--- src/rtl/core/bounded_double_ended_queue_unit_assert.svh ---
// assertion macros for the bounded double-ended queue unit
// no dependencies; define ASSERT_OFF to compile the checks away
`ifndef BOUNDED_DOUBLE_ENDED_QUEUE_UNIT_ASSERT_SVH
`define BOUNDED_DOUBLE_ENDED_QUEUE_UNIT_ASSERT_SVH
`ifndef ASSERT_OFF
// same-cycle implication
`define BDEQ_ASSERT_IMPLIES(label, clk, rst_n, pre, post, msg) \
    label: assert property (@(posedge clk) disable iff (!rst_n) (pre) |-> (post)) \
        else $error(msg);
// next-cycle implication
`define BDEQ_ASSERT_NEXT(label, clk, rst_n, pre, post, msg) \
    label: assert property (@(posedge clk) disable iff (!rst_n) (pre) |=> (post)) \
        else $error(msg);
`else
`define BDEQ_ASSERT_IMPLIES(label, clk, rst_n, pre, post, msg)
`define BDEQ_ASSERT_NEXT(label, clk, rst_n, pre, post, msg)
`endif
`endif

--- src/rtl/core/bdeq_pkg.sv ---
// shared constants, types and helpers of the double-ended queue
// no dependencies
`timescale 1ns / 1ps

package bdeq_pkg;

    localparam int DEPTH     = 16;
    localparam int PTR_W     = $clog2(DEPTH);
    localparam int CNT_W     = $clog2(DEPTH + 1);
    localparam int CAP_W     = 5;
    localparam int CNT_OUT_W = 5;
    localparam int CMD_W     = 3;
    localparam int WORD_W    = 32;
    // width wide enough for both the capacity register and the count
    localparam int CMP_W     = (CNT_W > CAP_W) ? CNT_W : CAP_W;

    typedef logic [PTR_W-1:0]         t_ptr;
    typedef logic [CNT_W-1:0]         t_cnt;
    typedef logic [CAP_W-1:0]         t_cap;
    typedef logic [CMD_W-1:0]         t_cmd;
    typedef logic signed [WORD_W-1:0] t_word;

    localparam t_cap  CAP_RESET  = 5'd16;
    localparam t_word EMPTY_WORD = '1;

    // command codes
    localparam t_cmd CMD_PUSH_FRONT = 3'd0;
    localparam t_cmd CMD_PUSH_BACK  = 3'd1;
    localparam t_cmd CMD_POP_FRONT  = 3'd2;
    localparam t_cmd CMD_POP_BACK   = 3'd3;
    localparam t_cmd CMD_PEEK       = 3'd4;

    // memory request from the pointer logic
    typedef struct packed {
        logic  we;
        t_ptr  waddr;
        t_word wdata;
        logic  re;
        t_ptr  raddr_front;
        t_ptr  raddr_rear;
    } t_mem_req;

    // status of the last command
    typedef struct packed {
        logic ok;
        t_cnt count;
        logic full;
    } t_stat;

    // fold a sum below twice the depth back into the ring
    function automatic t_ptr ptr_wrap(input logic [PTR_W:0] sum);
        logic [PTR_W:0] red;
        red = (sum >= (PTR_W+1)'(DEPTH)) ? sum - (PTR_W+1)'(DEPTH) : sum;
        return red[PTR_W-1:0];
    endfunction

endpackage

--- src/rtl/core/bdeq_in_if.sv ---
// command channel of the double-ended queue: valid, ready, command and value
// depends on bdeq_pkg
`timescale 1ns / 1ps

interface bdeq_in_if;
    import bdeq_pkg::*;

    logic  valid;
    logic  ready;
    t_cmd  command;
    t_word value;

    modport source (output valid, output command, output value, input ready);
    modport sink   (input valid, input command, input value, output ready);
endinterface

--- src/rtl/core/bdeq_out_if.sv ---
// result channel of the double-ended queue: valid, ready and result fields
// depends on bdeq_pkg
`timescale 1ns / 1ps

interface bdeq_out_if;
    import bdeq_pkg::*;

    logic                 valid;
    logic                 ready;
    logic                 ok;
    t_word                front_value;
    t_word                rear_value;
    logic                 empty_res;
    logic                 full_res;
    logic [CNT_OUT_W-1:0] count;

    modport source (output valid, output ok, output front_value, output rear_value,
                    output empty_res, output full_res, output count, input ready);
    modport sink   (input valid, input ok, input front_value, input rear_value,
                    input empty_res, input full_res, input count, output ready);
endinterface

--- src/rtl/core/bounded_double_ended_queue_unit.sv ---
// top level of the bounded double-ended queue: handshake and result register
// depends on bdeq_pkg, bdeq_in_if, bdeq_out_if, bdeq_ctrl, bdeq_ram and the assert header
//
//   channel    | role   | transfer when | payload
//   -----------+--------+---------------+----------------------------------------------
//   i_cmd_ch   | sink   | valid & ready | command, value
//   o_res_ch   | source | valid & ready | ok, front_value, rear_value, empty_res,
//              |        |               | full_res, count
//   i_cfg_we   | write  | i_cfg_we high | capacity (i_cfg_wdata)
//
// The accept cycle updates the pointers, writes the ring and issues both reads;
// once the output register is free, the read stage then takes the registered read
// data into the result register. A new command waits while one is still pending.
// A result waiting in the output register does not block the next command; the
// read stage holds while the output register is full. Synchronous reset, no clearing.
`timescale 1ns / 1ps
`include "bounded_double_ended_queue_unit_assert.svh"

module bounded_double_ended_queue_unit (
    input  logic           i_clk,
    input  logic           i_rst_n,
    input  logic           i_cfg_we,
    input  bdeq_pkg::t_cap i_cfg_wdata,
    bdeq_in_if.sink        i_cmd_ch,
    bdeq_out_if.source     o_res_ch
);
    import bdeq_pkg::*;

    t_mem_req mem_req;
    t_stat    stat;
    t_word    rd_front;
    t_word    rd_rear;
    logic     accept;
    logic     out_free;
    logic     load_out;
    logic     stat_empty;

    logic                 r_pend;
    logic                 r_out_valid;
    logic                 r_ok;
    t_word                r_front;
    t_word                r_rear;
    logic                 r_empty;
    logic                 r_full;
    logic [CNT_OUT_W-1:0] r_count;

    // handshake
    assign i_cmd_ch.ready = !r_pend;
    assign accept         = i_cmd_ch.valid && !r_pend;
    assign out_free       = !r_out_valid || o_res_ch.ready;
    assign load_out       = r_pend && out_free;
    assign stat_empty     = (stat.count == '0);

    bdeq_ctrl u_ctrl (
        .i_clk       (i_clk),
        .i_rst_n     (i_rst_n),
        .i_cfg_we    (i_cfg_we),
        .i_cfg_wdata (i_cfg_wdata),
        .i_accept    (accept),
        .i_command   (i_cmd_ch.command),
        .i_value     (i_cmd_ch.value),
        .o_req       (mem_req),
        .o_stat      (stat)
    );

    bdeq_ram u_ram (
        .i_clk      (i_clk),
        .i_req      (mem_req),
        .o_rd_front (rd_front),
        .o_rd_rear  (rd_rear)
    );

    // read stage and output valid
    always_ff @(posedge i_clk) begin
        if (!i_rst_n) begin
            r_pend      <= 1'b0;
            r_out_valid <= 1'b0;
        end else begin
            if (accept) begin
                r_pend <= 1'b1;
            end else if (load_out) begin
                r_pend <= 1'b0;
            end
            if (load_out) begin
                r_out_valid <= 1'b1;
            end else if (o_res_ch.ready) begin
                r_out_valid <= 1'b0;
            end
        end
    end

    // result register
    always_ff @(posedge i_clk) begin
        if (load_out) begin
            r_ok    <= stat.ok;
            r_front <= stat_empty ? EMPTY_WORD : rd_front;
            r_rear  <= stat_empty ? EMPTY_WORD : rd_rear;
            r_empty <= stat_empty;
            r_full  <= stat.full;
            r_count <= CNT_OUT_W'(stat.count);
        end
    end

    assign o_res_ch.valid       = r_out_valid;
    assign o_res_ch.ok          = r_ok;
    assign o_res_ch.front_value = r_front;
    assign o_res_ch.rear_value  = r_rear;
    assign o_res_ch.empty_res   = r_empty;
    assign o_res_ch.full_res    = r_full;
    assign o_res_ch.count       = r_count;

    // checks
    `BDEQ_ASSERT_NEXT(a_accept_pends, i_clk, i_rst_n, accept, r_pend, "accepted command not pending")
    `BDEQ_ASSERT_NEXT(a_pend_drains, i_clk, i_rst_n, load_out, !r_pend && r_out_valid, "read stage did not move to output")
    `BDEQ_ASSERT_IMPLIES(a_empty_words, i_clk, i_rst_n, o_res_ch.valid && o_res_ch.empty_res, o_res_ch.front_value == EMPTY_WORD && o_res_ch.rear_value == EMPTY_WORD, "empty result with live words")
endmodule

--- src/rtl/core/bdeq_ram.sv ---
// ring storage: one write port, two registered read ports, write-first bypass
// depends on bdeq_pkg
`timescale 1ns / 1ps

module bdeq_ram (
    input  logic              i_clk,
    input  bdeq_pkg::t_mem_req i_req,
    output bdeq_pkg::t_word    o_rd_front,
    output bdeq_pkg::t_word    o_rd_rear
);
    import bdeq_pkg::*;

    t_word r_mem [DEPTH];
    t_word r_rd_front;
    t_word r_rd_rear;

    // storage write
    always_ff @(posedge i_clk) begin
        if (i_req.we) begin
            r_mem[i_req.waddr] <= i_req.wdata;
        end
    end

    // reads, new data forwarded when the same entry is written this cycle
    always_ff @(posedge i_clk) begin
        if (i_req.re) begin
            r_rd_front <= (i_req.we && i_req.waddr == i_req.raddr_front)
                          ? i_req.wdata : r_mem[i_req.raddr_front];
            r_rd_rear  <= (i_req.we && i_req.waddr == i_req.raddr_rear)
                          ? i_req.wdata : r_mem[i_req.raddr_rear];
        end
    end

    assign o_rd_front = r_rd_front;
    assign o_rd_rear  = r_rd_rear;
endmodule

--- src/rtl/core/bdeq_ctrl.sv ---
// head pointer, entry count and capacity register; issues ring accesses
// depends on bdeq_pkg
`timescale 1ns / 1ps

module bdeq_ctrl (
    input  logic               i_clk,
    input  logic               i_rst_n,
    input  logic               i_cfg_we,
    input  bdeq_pkg::t_cap     i_cfg_wdata,
    input  logic               i_accept,
    input  bdeq_pkg::t_cmd     i_command,
    input  bdeq_pkg::t_word    i_value,
    output bdeq_pkg::t_mem_req o_req,
    output bdeq_pkg::t_stat    o_stat
);
    import bdeq_pkg::*;

    t_ptr r_head;
    t_ptr n_head;
    t_cnt r_count;
    t_cnt n_count;
    t_cap r_cap;
    logic r_ok;
    logic n_ok;

    logic [CMP_W-1:0] cap_x;
    logic [CMP_W-1:0] eff_cap;
    logic             full_now;
    logic             empty_now;
    logic [PTR_W:0]   head_x;

    // effective capacity: register clipped to the ring depth
    assign cap_x     = CMP_W'(r_cap);
    assign eff_cap   = (cap_x > CMP_W'(DEPTH)) ? CMP_W'(DEPTH) : cap_x;
    assign full_now  = CMP_W'(r_count) >= eff_cap;
    assign empty_now = (r_count == '0);
    assign head_x    = (PTR_W+1)'(r_head);

    // command decode and pointer update
    always_comb begin
        n_head      = r_head;
        n_count     = r_count;
        n_ok        = 1'b1;
        o_req.we    = 1'b0;
        o_req.waddr = r_head;
        o_req.wdata = i_value;
        unique case (i_command)
            CMD_PUSH_FRONT: begin
                if (full_now) begin
                    n_ok = 1'b0;
                end else begin
                    n_head      = (r_head == '0) ? PTR_W'(DEPTH - 1) : r_head - 1'b1;
                    n_count     = r_count + 1'b1;
                    o_req.we    = i_accept;
                    o_req.waddr = n_head;
                end
            end
            CMD_PUSH_BACK: begin
                if (full_now) begin
                    n_ok = 1'b0;
                end else begin
                    n_count     = r_count + 1'b1;
                    o_req.we    = i_accept;
                    o_req.waddr = ptr_wrap(head_x + (PTR_W+1)'(r_count));
                end
            end
            CMD_POP_FRONT: begin
                if (empty_now) begin
                    n_ok = 1'b0;
                end else begin
                    n_head  = ptr_wrap(head_x + (PTR_W+1)'(1));
                    n_count = r_count - 1'b1;
                end
            end
            CMD_POP_BACK: begin
                if (empty_now) begin
                    n_ok = 1'b0;
                end else begin
                    n_count = r_count - 1'b1;
                end
            end
            default: begin
                // peek and unused codes leave the queue alone
            end
        endcase

        // read the new front and rear entries
        o_req.re          = i_accept;
        o_req.raddr_front = n_head;
        o_req.raddr_rear  = ptr_wrap((PTR_W+1)'(n_head) + (PTR_W+1)'(n_count - 1'b1));
    end

    // queue state and capacity register
    always_ff @(posedge i_clk) begin
        if (!i_rst_n) begin
            r_head  <= '0;
            r_count <= '0;
            r_ok    <= 1'b0;
            r_cap   <= CAP_RESET;
        end else begin
            if (i_accept) begin
                r_head  <= n_head;
                r_count <= n_count;
                r_ok    <= n_ok;
            end
            if (i_cfg_we) begin
                r_cap <= i_cfg_wdata;
            end
        end
    end

    assign o_stat.ok    = r_ok;
    assign o_stat.count = r_count;
    assign o_stat.full  = full_now;
endmodule

--- src/flat_wrapper.sv ---
// flat-port wrapper written by rule: the top's interface ports become plain ports
module bounded_double_ended_queue_unit_flat import bdeq_pkg::*;
  (i_clk, i_rst_n, i_cfg_we, i_cfg_wdata, i_cmd_ch_valid, i_cmd_ch_command, i_cmd_ch_value, i_cmd_ch_ready, o_res_ch_valid, o_res_ch_ok, o_res_ch_front_value, o_res_ch_rear_value, o_res_ch_empty_res, o_res_ch_full_res, o_res_ch_count, o_res_ch_ready);
  bdeq_in_if i_cmd_ch_i ();
  bdeq_out_if o_res_ch_i ();
  input  logic i_clk;
  input  logic i_rst_n;
  input  logic i_cfg_we;
  input  bdeq_pkg::t_cap i_cfg_wdata;
  input wire logic [$bits(i_cmd_ch_i.valid)-1:0] i_cmd_ch_valid;
  input wire logic [$bits(i_cmd_ch_i.command)-1:0] i_cmd_ch_command;
  input wire logic [$bits(i_cmd_ch_i.value)-1:0] i_cmd_ch_value;
  output wire logic [$bits(i_cmd_ch_i.ready)-1:0] i_cmd_ch_ready;
  output wire logic [$bits(o_res_ch_i.valid)-1:0] o_res_ch_valid;
  output wire logic [$bits(o_res_ch_i.ok)-1:0] o_res_ch_ok;
  output wire logic [$bits(o_res_ch_i.front_value)-1:0] o_res_ch_front_value;
  output wire logic [$bits(o_res_ch_i.rear_value)-1:0] o_res_ch_rear_value;
  output wire logic [$bits(o_res_ch_i.empty_res)-1:0] o_res_ch_empty_res;
  output wire logic [$bits(o_res_ch_i.full_res)-1:0] o_res_ch_full_res;
  output wire logic [$bits(o_res_ch_i.count)-1:0] o_res_ch_count;
  input wire logic [$bits(o_res_ch_i.ready)-1:0] o_res_ch_ready;
  assign i_cmd_ch_i.valid = i_cmd_ch_valid;
  assign i_cmd_ch_i.command = i_cmd_ch_command;
  assign i_cmd_ch_i.value = i_cmd_ch_value;
  assign i_cmd_ch_ready = i_cmd_ch_i.ready;
  assign o_res_ch_valid = o_res_ch_i.valid;
  assign o_res_ch_ok = o_res_ch_i.ok;
  assign o_res_ch_front_value = o_res_ch_i.front_value;
  assign o_res_ch_rear_value = o_res_ch_i.rear_value;
  assign o_res_ch_empty_res = o_res_ch_i.empty_res;
  assign o_res_ch_full_res = o_res_ch_i.full_res;
  assign o_res_ch_count = o_res_ch_i.count;
  assign o_res_ch_i.ready = o_res_ch_ready;
  bounded_double_ended_queue_unit u_core (.i_clk(i_clk), .i_rst_n(i_rst_n), .i_cfg_we(i_cfg_we), .i_cfg_wdata(i_cfg_wdata), .i_cmd_ch(i_cmd_ch_i), .o_res_ch(o_res_ch_i));
endmodule
--- config.mk ---
export PLATFORM = sky130hd
export DESIGN_NAME = bounded_double_ended_queue_unit_flat
export DESIGN_NICKNAME = d
export VERILOG_FILES = /design/src/rtl/core/bdeq_pkg.sv /design/src/rtl/core/bdeq_in_if.sv /design/src/rtl/core/bdeq_out_if.sv /design/src/rtl/core/bounded_double_ended_queue_unit.sv /design/src/rtl/core/bdeq_ram.sv /design/src/rtl/core/bdeq_ctrl.sv /design/src/flat_wrapper.sv
export VERILOG_INCLUDE_DIRS = /design/src /design/src/rtl/core
export SDC_FILE = /design/constraint.sdc
export NUM_CORES = 1
export LEC_CHECK = 0
export ABC_CLOCK_PERIOD_IN_PS = 12000
export BUFFER_PORTS_ARGS = -buffer_cell sky130_fd_sc_hd__buf_2
export CAP_MARGIN = 20
export CORE_UTILIZATION = 50
export CTS_CLUSTER_DIAMETER = 30
export CTS_CLUSTER_SIZE = 10
export DETAILED_ROUTE_END_ITERATION = 8
export PLACE_DENSITY_LB_ADDON = 0.2
export REMOVE_ABC_BUFFERS = 1
export SYNTH_ARGS = -nofsm -noshare
export SYNTH_HDL_FRONTEND = slang
export SYNTH_SLANG_ARGS = --single-unit
--- constraint.sdc ---
create_clock -name i_clk -period 12 [get_ports i_clk]
set_clock_uncertainty 0.2 [all_clocks]
set_input_delay 1.8 -clock i_clk [delete_from_list [all_inputs] [get_ports i_clk]]
set_output_delay 1.8 -clock i_clk [all_outputs]
set_load 0.01 [all_outputs]
* Yosys cells after proc, flatten, opt, wreduce, memory -nomap -nowiden
Memory sizes are Yosys's and may differ from the RTL's. A register that Yosys moved wholly into a read port is not among the register bits.
Cells that the tools add are included.
** Word-level totals
- Flip-flop bits (word level) :: 89
- Input port bits :: 45
- Logic and storage cells :: 66
- Output and inout bits :: 74
- Memories kept :: 1
- Bits in writable memories :: 512
** Memory list
- u_core.u_ram.r_mem :: words 16, bits a word 32, read ports 2, clocked after memory_dff 2, wr ports 1, line bdeq_ram.sv:13 : t_word r_mem [DEPTH];
** Cells by class
- Order comparisons :: 5
- Reductions and logical operators :: 12
- Equal/unequal tests :: 3
- $add $sub $neg :: 10
- Multiplexer cells :: 23
** Operators by type and width (count)
- 5-bit 2-to-1 mux :: 5
- 4-bit 2-to-1 mux :: 6
- 5-bit one-hot mux with 2 select lines :: 2
- 4-bit by 1-bit subtractor with 4-bit output, second input constant :: 4
- 5-bit >= comparator, second input constant :: 3
- 4-bit by 5-bit adder with 5-bit output :: 2
- 5-bit by 1-bit subtractor with 5-bit output, second input constant :: 2
- 1-bit 2-to-1 mux :: 8
- 4-bit one-hot mux with 2 select lines :: 1
- 3-bit by 2-bit equality test with 1-bit output, second input constant :: 2
- 4-bit by 1-bit adder with 5-bit output, second input constant :: 1
- 5-bit by 1-bit adder with 5-bit output, second input constant :: 1
- 5-bit >= comparator :: 1
- 5-bit greater-than comparator, second input constant :: 1
- 5-bit logical NOT :: 1
- 4-bit logical NOT :: 1
- 2-bit nonzero test :: 2
- 2-bit OR reduction :: 2
- 3-bit by 1-bit equality test with 1-bit output, second input constant :: 1
- 3-bit logical NOT :: 1
- 1-bit logical AND :: 2
- 1-bit logical NOT :: 2
- 1-bit one-hot mux with 2 select lines :: 1
- 1-bit logical OR :: 1

* Longest topological paths before layout
Gate-level depths: netlist (run 1).
- Word-level depth :: 9
- Gate-level depth with buffers :: 24
- Mapped depth without buffers :: 21

* Cells and area by module
From an unflattened synthesis (run 1), not the netlist that was laid out.
** Second synthesis, totals
- Cells, all modules :: 1615
- Area, all modules :: 30470.5 um^2
** Modules (own cells, without submodules)
- bdeq_ram :: cells each 1220, times used 1, seq. area each 17296.6 um^2, area each 25650.9 um^2
- bounded_double_ended_queue_unit :: cells each 161, times used 1, seq. area each 2202.1 um^2, area each 3035.4 um^2
- bdeq_ctrl :: cells each 234, times used 1, seq. area each 300.3 um^2, area each 1784.2 um^2

* Worst setup path before layout (run 1)
Ideal clock, no wire load.
- Path kind :: in2reg
- From :: input i_cmd_ch_command[2]
- To :: register u_core.u_ram.r_rd_rear[21] (netlist: u_core.u_ram.o_rd_rear[21]), read port of u_core.u_ram.r_mem (data pin)
- Buffers on the path :: 6
- Data arrival time :: 5852 ps
- Library setup time :: 260 ps
- Data required time :: 11540 ps
- Path slack :: 5687 ps
- Stages on the path :: 16
- Path through :: buf_2 > nor2_1 > o2111ai_1 > o221ai_1 > nor2_1 > inv_2 > clkbuf_1 > clkbuf_1 > ha_1 > clkbuf_1 > buf_1 > buf_1 > mux4_2 > mux2i_1 > mux2i_1 > mux2_4
** Between the ends
- Longest elaborated chain between the ends :: 7
- Elaborated cells between the ends (all ways) :: 13
- Classes of those cells :: add/sub (3); order compare (1); eq/ne (3); mux (3); reduce/logical (3)
** RTL lines
- start, declared :: line flat_wrapper.sv:11 : input wire logic [$bits(i_cmd_ch_i.command)-1:0] i_cmd_ch_command;
- 3-bit by 2-bit equality test with 1-bit output, or another cell as far along :: line bdeq_ctrl.sv:47 : unique case (i_command)
- 2-bit OR reduction (no source line)
- 5-bit one-hot mux with 2 select lines :: line bdeq_ctrl.sv:47
- 5-bit by 1-bit subtractor with 5-bit output :: line bdeq_ctrl.sv:90 : o_req.raddr_rear = ptr_wrap((PTR_W+1)'(n_head) + (PTR_W+1)'(n_count - 1'b1));
- 4-bit by 5-bit adder with 5-bit output * :: line bdeq_ctrl.sv:90
- 4-bit by 1-bit subtractor with 4-bit output or 5-bit >= comparator (tied branches) :: line bdeq_pkg.sv:53 : red = (sum >= (PTR_W+1)'(DEPTH)) ? sum - (PTR_W+1)'(DEPTH) : sum;
- 4-bit 2-to-1 mux * :: line bdeq_pkg.sv:53
- end, declared :: line bdeq_ram.sv:15 : t_word r_rd_rear;
Every way passes the cells marked *; elsewhere a longest branch is shown, timed or not.
A chain may end at the register's enable or synchronous reset.

* Final worst setup path (run 1)
- From :: register u_core.u_ctrl.r_count[1]
- To :: register u_core.u_ram.r_rd_rear[8] (netlist: u_core.u_ram.o_rd_rear[8]), read port of u_core.u_ram.r_mem (data pin)
** Between the ends
- Longest elaborated chain between the ends :: 7
- Elaborated cells between the ends (all ways) :: 15
- Classes of those cells :: add/sub (5); order compare (2); mux (7); reduce/logical (1)
** RTL lines
- start, declared :: line bdeq_ctrl.sv:20 : t_cnt r_count;
- start signal, assigned :: line bdeq_ctrl.sv:103 : r_count <= n_count;
- 5-bit logical NOT *
- named net u_core.stat_empty :: line bounded_double_ended_queue_unit.sv:36 : logic stat_empty;
- 5-bit 2-to-1 mux :: line bdeq_ctrl.sv:68, bdeq_ctrl.sv:76
- 5-bit one-hot mux with 2 select lines :: line bdeq_ctrl.sv:47
- 5-bit by 1-bit subtractor with 5-bit output :: line bdeq_ctrl.sv:90
- 4-bit by 5-bit adder with 5-bit output * :: line bdeq_ctrl.sv:90
- 4-bit by 1-bit subtractor with 4-bit output or 5-bit >= comparator (tied branches) :: line bdeq_pkg.sv:53
- 4-bit 2-to-1 mux * :: line bdeq_pkg.sv:53
The timed path passes the listed nets; every way through them passes the cells marked *.

==> flow_summary.ini, run 1 <==
[status]
status = completed

[yosys]
syn_area_per_cell_sq_um = 15.1
synthArstFlopShare = 0
yosysTopAreaCell = edfxtp_1
ys_warn_count = 0
syn_area_sq_um = 31300
yosys.cell_count.top_type = edfxtp_1
synth_top_area_share = 0.622
yosysSeqAreaShare = 0.633
synth_common_cells = 648 x edfxtp_1, 287 x mux2i_1, 280 x nand2_1
synth.area.top_cells = edfxtp_1 62%, mux4_2 9.2%, mux2i_1 9.2%
synth_edf_count = 648
synth_seq_cells = 665
synthFlopType = edfxtp_1
synth_cells = 2078
yosysUniqueCellTypes = 72

[timing]
hold_viol_final = 0
period_share = 0.662
setup_tns_ns = 0
rsz0062_at_grt = no
fin_ws_ns = 4.05
setup_violations = 0
fmax_mhz = 126
min_period_ns = 7.95
holdWs_ns = 0.253
worstMarginPinSlew_ns = 1.15
slew_violations = 0
relSlewSlack = 0.235

[setup_path]
critPathMaxFanout = 70
crit_start = u_core.u_ctrl.r_count[1]
cp_slowest_cell = fa_4
crit_path_cell_trace = inv_1 > ha_1 > or4b_4 > buf_4 > inv_4 > nor3_1 > o221ai_1 > a211oi_4 > buf_4 > inv_4 > ha_1 > inv_1 > ha_4 > inv_1 > fa_4 > xor2_1 > nand4_1 > a21oi_4 > buf_4 > mux2_4
reg2reg_slack_ns = 4.05
reg2reg_from = u_core.u_ctrl.r_count[1]
max_stage_delay_ns = 1.12
startpoint_type = register
setup.worst_path.end_class = register
r2r_end = u_core.u_ram.o_rd_rear[8]
cp.arrival_ns = 8.20
path_class = register to register
r2r_cells = 20
cp.required_ns = 12.25

[floorplan]
die_y_microns = 252
top_level_ports = 119
core_area_sq_um = 61700
initial_core_util = 0.507
die_x_microns = 252
dieArea_sq_um = 63600
rows = 91

[clocking]
cts.clk_slew.worst_paths_ns = 0.04
clkLatencyLatePin_ns = 0.72
cts.sinks = 665
post-cts-setup-buffer-count = 0
cts.repair.resized = 0
holdBufCountCts = 0
cts_max_path_buffers = 3
h-tree-depth = 4
cts_made_buffers = 135
cts_tree = yes
cts_root_buffer = clkbuf_16

[placement]
dpl_cell_area_sq_um = 32800
dp_hpwl_microns = 44000
io_buffer_count = 118
place_ws_ns = 3.82
place_congestion = 0.853

[drt]
num_vias = 19900
via_per_inst = 6.26
antenna_left = 0
dr.pass1.iters = 5
drtIter0Drc = 2291
wl_per_cell_microns = 26.8
drt_wl_total_microns = 84900
drc = 0

[pwr]
max-vdd-ir-drop_mv = 0.158
pwr_density_cell_nw_per_um2 = 220
leakage_nw = 13.8
power.total_w = 0.00822

[global_route]
grt_overflow = 0
grt_max_degree = 79
grtUsageTotal = 0.273
grt_pass1_vias = 20200
grt_pass1_wl_microns = 126000
antenna_found_initial = 2

[min_path]
min_path_cells = 0
hp-class = register to register
min_from = u_core.u_ctrl.r_ok
min_to = u_core.o_res_ch.ok

[cells_and_area]
nNetsFinal = 2292
syn_to_final_growth_pct = 19.3
drive_gt1_frac = 0.248
fin_area_sq_um = 37300

[run]
maxCapViolCount = 0
## flip-flops by register name, indices dropped and copies added (netlist names), 5 cells and up, named ones only
signal and cells:
u_core.u_ram.r_mem 512, u_core.u_ram.o_rd_front 32, u_core.u_ctrl.cap_x 5, u_core.o_res_ch.rear_value 32, u_core.o_res_ch.front_value 32, u_core.o_res_ch.count 5, u_core.u_ram.o_rd_rear 32
## metrics by stage
stage,std cells,util
after floorplan,1929,-
after global placement,2928,0.531
after detailed placement,2929,0.531
after CTS,3172,0.605
after global routing,3173,0.605
final,3173,0.605
## worst max-delay path, delay by kind of cell, from the launching register on
family	cells	cell delay [ns]
buffers and inverters	8	2.46
flip-flops	1	0.51
AND/OR/NAND/NOR	3	0.89
multiplexers	1	0.35
AO/OA/AOI/OAI	3	1.14
XOR/XNOR	1	0.20
adder cells (fa/ha/maj)	4	1.88
## worst max path at each step
stage                                 endpoint  slack (ns)  depth (start not counted)
global placement     u_core.u_ram.o_rd_rear[8]        3.96                         17
CTS                  u_core.u_ram.o_rd_rear[8]        4.05                         20
finish               u_core.u_ram.o_rd_rear[8]        4.05                         20
detailed placement  u_core.u_ram.o_rd_rear[30]        3.82                         17
global route        u_core.u_ram.o_rd_rear[10]        3.66                         22
floorplan            u_core.u_ram.o_rd_rear[0]       -7.04                         10
## kinds of logic (layout without fill, tap and decap cells)
family | count (synthesis) | in the layout | share of synthesized area
and+or+nand+nor | 588 | 588 | 0.0874
muxes | 448 | 448 | 0.199
DFF | 665 | 665 | 0.633
xor gates and xnor gates | 13 | 13 | 0.00424
AOI/OAI and AO/OA | 170 | 170 | 0.0432
buffers and inverters | 176 | 433 | 0.0252
other | 0 | 1 | 0
adders and majority gates | 18 | 18 | 0.00768
## area by class of cell
type,instances,area [sq um]
sequential,665,19800
clock inverter,92,1050
fill,4654,24400
tap,837,1050
inverter,27,115
timing repair buffer,163,926
clock buffer,151,3490
antenna,1,2.50
multi-input combinational,1237,10900
## routing by layer
layer | wire (microns) | up-vias | GRT usage | part of all wire
li1 | - | 8504 | - | -
met1 | 33500 | 9996 | 0.358 | 0.39
met2 | 41200 | 1151 | 0.441 | 0.48
met3 | 7500 | 225 | 0.0542 | 0.088
met4 | 2770 | 2 | 0.124 | 0.033
met5 | 9 | - | 0 | 0.00011
## power breakdown
part	switching [W]	internal, W	leakage (nW)
clock network	0.00125	0.00243	2.18
registers	0.0000455	0.00272	5.98
logic	0.000947	0.000829	5.60
## layout by cell type, fill, tap and decap left out, types with 20 or more instances in the layout
cell type  netlist  final
nand2b_1        65     65
clkbuf_16        0    137
nand2_1        280    280
nor2_4           0     21
inv_1           23     22
mux2_4          30     30
mux2i_1        287    287
buf_2           24    119
mux4_2         128    128
clkinv_1         1     20
a31oi_1         35     35
a32oi_1         62     62
nor4_1          33     33
buf_4            0     44
nand3_1        129    129
edfxtp_1       648    648
(Power assumes the default switching activity.)
==> inputs of run 2 (changes only) <==
ABC_CLOCK_PERIOD_IN_PS = 8150   (was 12000)
clock period = 8.15 ns   (was 12 ns; I/O delays follow)
==> run 2 against run 1 <==
  * Routed wire length grew 1.4%
  * Via count barely moved
  * Setup slack got worse by 2.5 ns
  * Sequential power rose by 47%
  * Register-to-register slack lost 2.5 ns
  * Hold slack got worse by 0.011 ns
  * Sequential share of layout area down 0.43 points
  * Final area is 0.82% higher
  * Clock power up 55%
  * Critical path type unchanged
  * Critical endpoint is now u_core.u_ram.o_rd_rear[0]
  * Largest power group unchanged
==> flow_summary.ini, run 2 (same netlist as run 1, synthesis figures left out) <==
[setup_path]
setup.worst_path.end_class = register
path_class = register to register
critPathMaxFanout = 69
startpoint_type = register
cp.required_ns = 8.41
cp.arrival_ns = 6.87

[pwr]
max-vdd-ir-drop_mv = 0.302
leakage_nw = 13.9
power.total_w = 0.0124
pwr_density_cell_nw_per_um2 = 330

[drt]
via_per_inst = 6.24
drtIter0Drc = 2369
wl_per_cell_microns = 27.1
dr.pass1.iters = 6
antenna_left = 0
drt_wl_total_microns = 86200
num_vias = 19900
drc = 0

[cells_and_area]
syn_to_final_growth_pct = 20.3
largest_reg_flops = 512
top_register = u_core.u_ram.r_mem
fin_util = 0.610
layout_commonest_cell = edfxtp_1
diodes = 0
drive_gt1_frac = 0.252
nNetsFinal = 2295
fin_area_sq_um = 37600
final_cell_mix = 648 x edfxtp_1, 287 x mux2i_1, 280 x nand2_1

[floorplan]
die_y_microns = 252
core_area_sq_um = 61700
die_x_microns = 252
rows = 91
dieArea_sq_um = 63600
top_level_ports = 119
initial_core_util = 0.507

[clocking]
cts_tree = yes
post-cts-setup-buffer-count = 0
cts.repair.resized = 0
h-tree-depth = 4
clkLatencyLatePin_ns = 0.72
cts_max_path_buffers = 3
cts_made_buffers = 139
cts_root_buffer = clkbuf_16
cts.clk_slew.worst_paths_ns = 0.05
cts.sinks = 665
holdBufCountCts = 0

[timing]
rsz0062_at_grt = no
worstMarginPinSlew_ns = 1.11
fmax_mhz = 151
setup_violations = 0
hold_viol_final = 0
min_period_ns = 6.61
relSlewSlack = 0.258
slew_violations = 0
period_share = 0.811

[status]
status = completed

[placement]
dp_hpwl_microns = 43200
dpl_cell_area_sq_um = 32800
place_congestion = 0.872
io_buffer_count = 118

[min_path]
hp-class = register to register

[global_route]
antenna_found_initial = 2
grtUsageTotal = 0.276
grt_pass1_vias = 20200
grt_pass1_wl_microns = 127000
grt_overflow = 0
grt_max_degree = 155

[run]
maxCapViolCount = 0
-- run 2: changes by cell type in the layout (fill, tap and decap cells not counted) --
cell        change
clkbuf_1        +7
clkinv_2        +6
buf_12          +6
clkbuf_8        -1
clkinvlp_4      -1
bufinv_16       +3
inv_16          +1
clkinv_1        -6
clkbuf_16       +7
buf_4           -7
inv_6           +3
clkinv_8        -5
diode_2         -1
-- run 2: metrics by stage --
| step | hold slack [ns] | setup slack [ns] | std cells | setup TNS [ns] |
|---|---|---|---|---|
| finish | 0.242 | 1.54 | 3185 | 0 |
| floorplan | 0.203 | -10.40 | 1929 | -472.54 |
| global placement | 0.230 | 1.33 | 2926 | 0 |
| detailed placement | 0.239 | 1.27 | 2927 | 0 |
| global route | 0.257 | 1.16 | 3185 | 0 |
| CTS | 0.247 | 1.50 | 3184 | 0 |
-- run 2: layout make-up --
class,count,area [sq um]
fillers,4623,24100
flip-flops and latches,665,19800
multi-input cells,1237,10900
clock buffers,164,3680
clock inverters,93,1110
well taps,837,1050
repair buffers,162,993
inverters,27,115
-- run 2: critical path, stage by stage (launching register included) --
cell,delay [ns]
dfxtp_1,0.45
inv_1,0.18
ha_1,0.28
or4b_4,0.23
buf_4,0.69
nand2_1,0.18
o221ai_1,0.56
nor2_4,0.13
inv_8,0.36
ha_4,0.19
inv_1,0.05
ha_4,0.15
inv_1,0.08
fa_4,0.90
xor2_1,0.28
nand4_1,0.16
a21oi_4,0.14
buf_4,0.69
mux2_2,0.41
-- run 2: path summary, 6_finish.rpt --
path                                               start                         to  slack [ns]  cells past startpoint
worst min register to register        u_core.u_ctrl.r_ok         u_core.o_res_ch.ok        0.24                      0
worst max-delay path            u_core.u_ctrl.r_count[0]  u_core.u_ram.o_rd_rear[0]        1.54                     18
worst max register to register  u_core.u_ctrl.r_count[0]  u_core.u_ram.o_rd_rear[0]        1.54                     18
worst min-delay path                  u_core.u_ctrl.r_ok         u_core.o_res_ch.ok        0.24                      0
-- run 2: report_power, final --
part | leakage [nW] | switching (W) | total (W) | internal (W)
clock network | 2.31 | 0.00188 | 0.00569 | 0.00381
logic | 5.63 | 0.00141 | 0.00265 | 0.00124
registers | 5.98 | 0.0000680 | 0.00408 | 0.00401
-- run 2: per-layer routing --
| layer | wire length [microns] | vias to the layer above | part of all wire | track usage |
|---|---|---|---|---|
| met5 | 13 | - | 0.00015 | 0 |
| li1 | - | 8536 | - | - |
| met4 | 3150 | 2 | 0.037 | 0.123 |
| met2 | 41200 | 1051 | 0.48 | 0.440 |
| met3 | 7270 | 232 | 0.084 | 0.0626 |
| met1 | 34500 | 10100 | 0.40 | 0.362 |
==> inputs of run 3 (changes only) <==
ABC_CLOCK_PERIOD_IN_PS = 5400   (was 8150)
clock period = 5.4 ns   (was 8.15 ns; I/O delays follow)
==> run 3 against run 2 <==
  * Sequential share of layout area down 0.24 points
  * Clock power up 44%
  * Total power up 48%
  * Critical path depth up 5
  * Cell count up 0.57%
  * Register-to-register slack worse by 1.4 ns
  * First-iteration DRC count down 5.3%
  * Maximum frequency up 27%
  * Flip-flop and latch count unchanged
  * Global-route usage up 0.35 points
  * Critical path type unchanged
  * Largest power group unchanged
==> flow_summary.ini, run 3 (same netlist as run 1, synthesis figures left out) <==
[floorplan]
core_area_sq_um = 61700
initial_core_util = 0.507
rows = 91
dieArea_sq_um = 63600
die_x_microns = 252
top_level_ports = 119
die_y_microns = 252

[placement]
place_congestion = 0.836
place_ws_ns = 0.235
dp_hpwl_microns = 46700
io_buffer_count = 118

[timing]
holdWs_ns = 0.145
rsz0062_at_grt = no
relSlewSlack = 0.238
slew_violations = 0
worstMarginPinSlew_ns = 1.14
setup_tns_ns = 0
hold_viol_final = 0
min_period_ns = 5.21
fin_ws_ns = 0.187
setup_violations = 0
period_share = 0.965
fmax_mhz = 192

[clocking]
cts.sinks = 665
h-tree-depth = 4
cts_tree = yes
cts_root_buffer = clkbuf_16
clkLatencyLatePin_ns = 0.71
cts_made_buffers = 133
cts.clk_slew.worst_paths_ns = 0.05
cts_max_path_buffers = 3
holdBufCountCts = 0

[cells_and_area]
nNetsFinal = 2319
fin_util = 0.613
drive_gt1_frac = 0.257
layout_commonest_cell = edfxtp_1
multi_input_area_sq_um = 10900
regArea_sq_um = 19800
fillers = 4580
top_register = u_core.u_ram.r_mem
largest_reg_flops = 512
final_cell_mix = 648 x edfxtp_1, 287 x mux2i_1, 279 x nand2_1
syn_to_final_growth_pct = 20.9

[drt]
drc = 0
drtIter0Drc = 2244
drt_wl_total_microns = 87800
wl_per_cell_microns = 27.4
num_vias = 20200
dr.pass1.iters = 6
via_per_inst = 6.32
antenna_left = 0

[global_route]
grtUsageTotal = 0.279
antenna_found_initial = 4
grt_overflow = 0
grt_max_degree = 142
grt_pass1_wl_microns = 129000
grt_pass1_vias = 20000

[setup_path]
cp.arrival_ns = 5.46
critPathMaxFanout = 20
cp.required_ns = 5.65
setup.worst_path.end_class = register
path_class = register to register
startpoint_type = register

[status]
status = completed

[pwr]
pwr_density_cell_nw_per_um2 = 487
leakage_nw = 14.0
max-vdd-ir-drop_mv = 0.437
power.total_w = 0.0184

[min_path]
hp-class = input port to register

[run]
maxCapViolCount = 0
-- run 3: cell types whose count changed in the layout (fill, tap and decap cells not counted), moves of 2 or more --
| cell | change |
|---|---|
| buf_12 | +15 |
| diode_2 | +2 |
| inv_16 | -2 |
| inv_6 | -2 |
| clkbuf_16 | -6 |
| clkinv_4 | -4 |
| buf_4 | +14 |
| clkinv_1 | +8 |
| clkinv_2 | -3 |
| clkbuf_1 | -5 |
-- run 3: worst paths after layout --
path,start,to,slack [ns],depth (start not counted)
worst max-delay path,u_core.u_ctrl.cap_x[4],u_core.u_ram.o_rd_rear[4],0.19,23
worst min-delay path,i_cfg_wdata[4],u_core.u_ctrl.cap_x[4],0.15,3
worst max register to register,u_core.u_ctrl.cap_x[4],u_core.u_ram.o_rd_rear[4],0.19,23
worst min register to register,u_core.u_ctrl.r_ok,u_core.o_res_ch.ok,0.25,0
-- run 3: critical path: stages (launching register included) --
cell      delay [ns]
dfxtp_1         0.31
inv_1           0.12
nand2_1         0.07
ha_1            0.32
a211oi_2        0.28
o221a_2         0.29
inv_1           0.18
nor2_2          0.21
a21oi_1         0.09
o31a_1          0.12
ha_1            0.30
inv_1           0.09
ha_4            0.12
inv_1           0.05
fa_4            0.50
xnor2_1         0.25
a31oi_1         0.07
o211ai_1        0.13
o221ai_2        0.16
buf_4           0.20
xnor2_4         0.21
buf_12          0.28
mux2i_1         0.12
mux2_4          0.28
-- run 3: final cells by class --
| cell class | instances | share of cell area |
|---|---|---|
| flip-flops and latches | 665 | 0.524 |
| multi-input cells | 1237 | 0.288 |
| clock buffers | 154 | 0.0932 |
| repair buffers | 192 | 0.0377 |
| well taps | 837 | 0.0277 |
| clock inverters | 89 | 0.0261 |
| inverters | 27 | 0.00304 |
| diodes | 2 | 0.000132 |
-- run 3: through the flow --
step,area [sq um],instances
floorplan,30600,1929
global placement,33300,2956
detailed placement,33300,2957
CTS,37800,3200
global route,37800,3203
finish,37800,3203
-- run 3: what timing repair did --
item,CTS,global route
endpoints found under the setup margin,0,18
resized for setup,0,3
buffers inserted,0,0
-- run 3: report_power, final --
group	switching, W	internal, W	total [W]
Clock	0.00269	0.00548	0.00817
Combinational	0.00216	0.00195	0.00411
Sequential	0.0000960	0.00605	0.00615
Total	0.00495	0.0135	0.0184
-- run 3: per-layer routing --
| metal | share of wire | up-vias | track usage |
|---|---|---|---|
| met1 | 0.39 | 10300 | 0.371 |
| met5 | 0.00026 | - | 0 |
| met2 | 0.48 | 1138 | 0.447 |
| li1 | - | 8585 | - |
| met4 | 0.037 | 4 | 0.122 |
| met3 | 0.087 | 239 | 0.0563 |
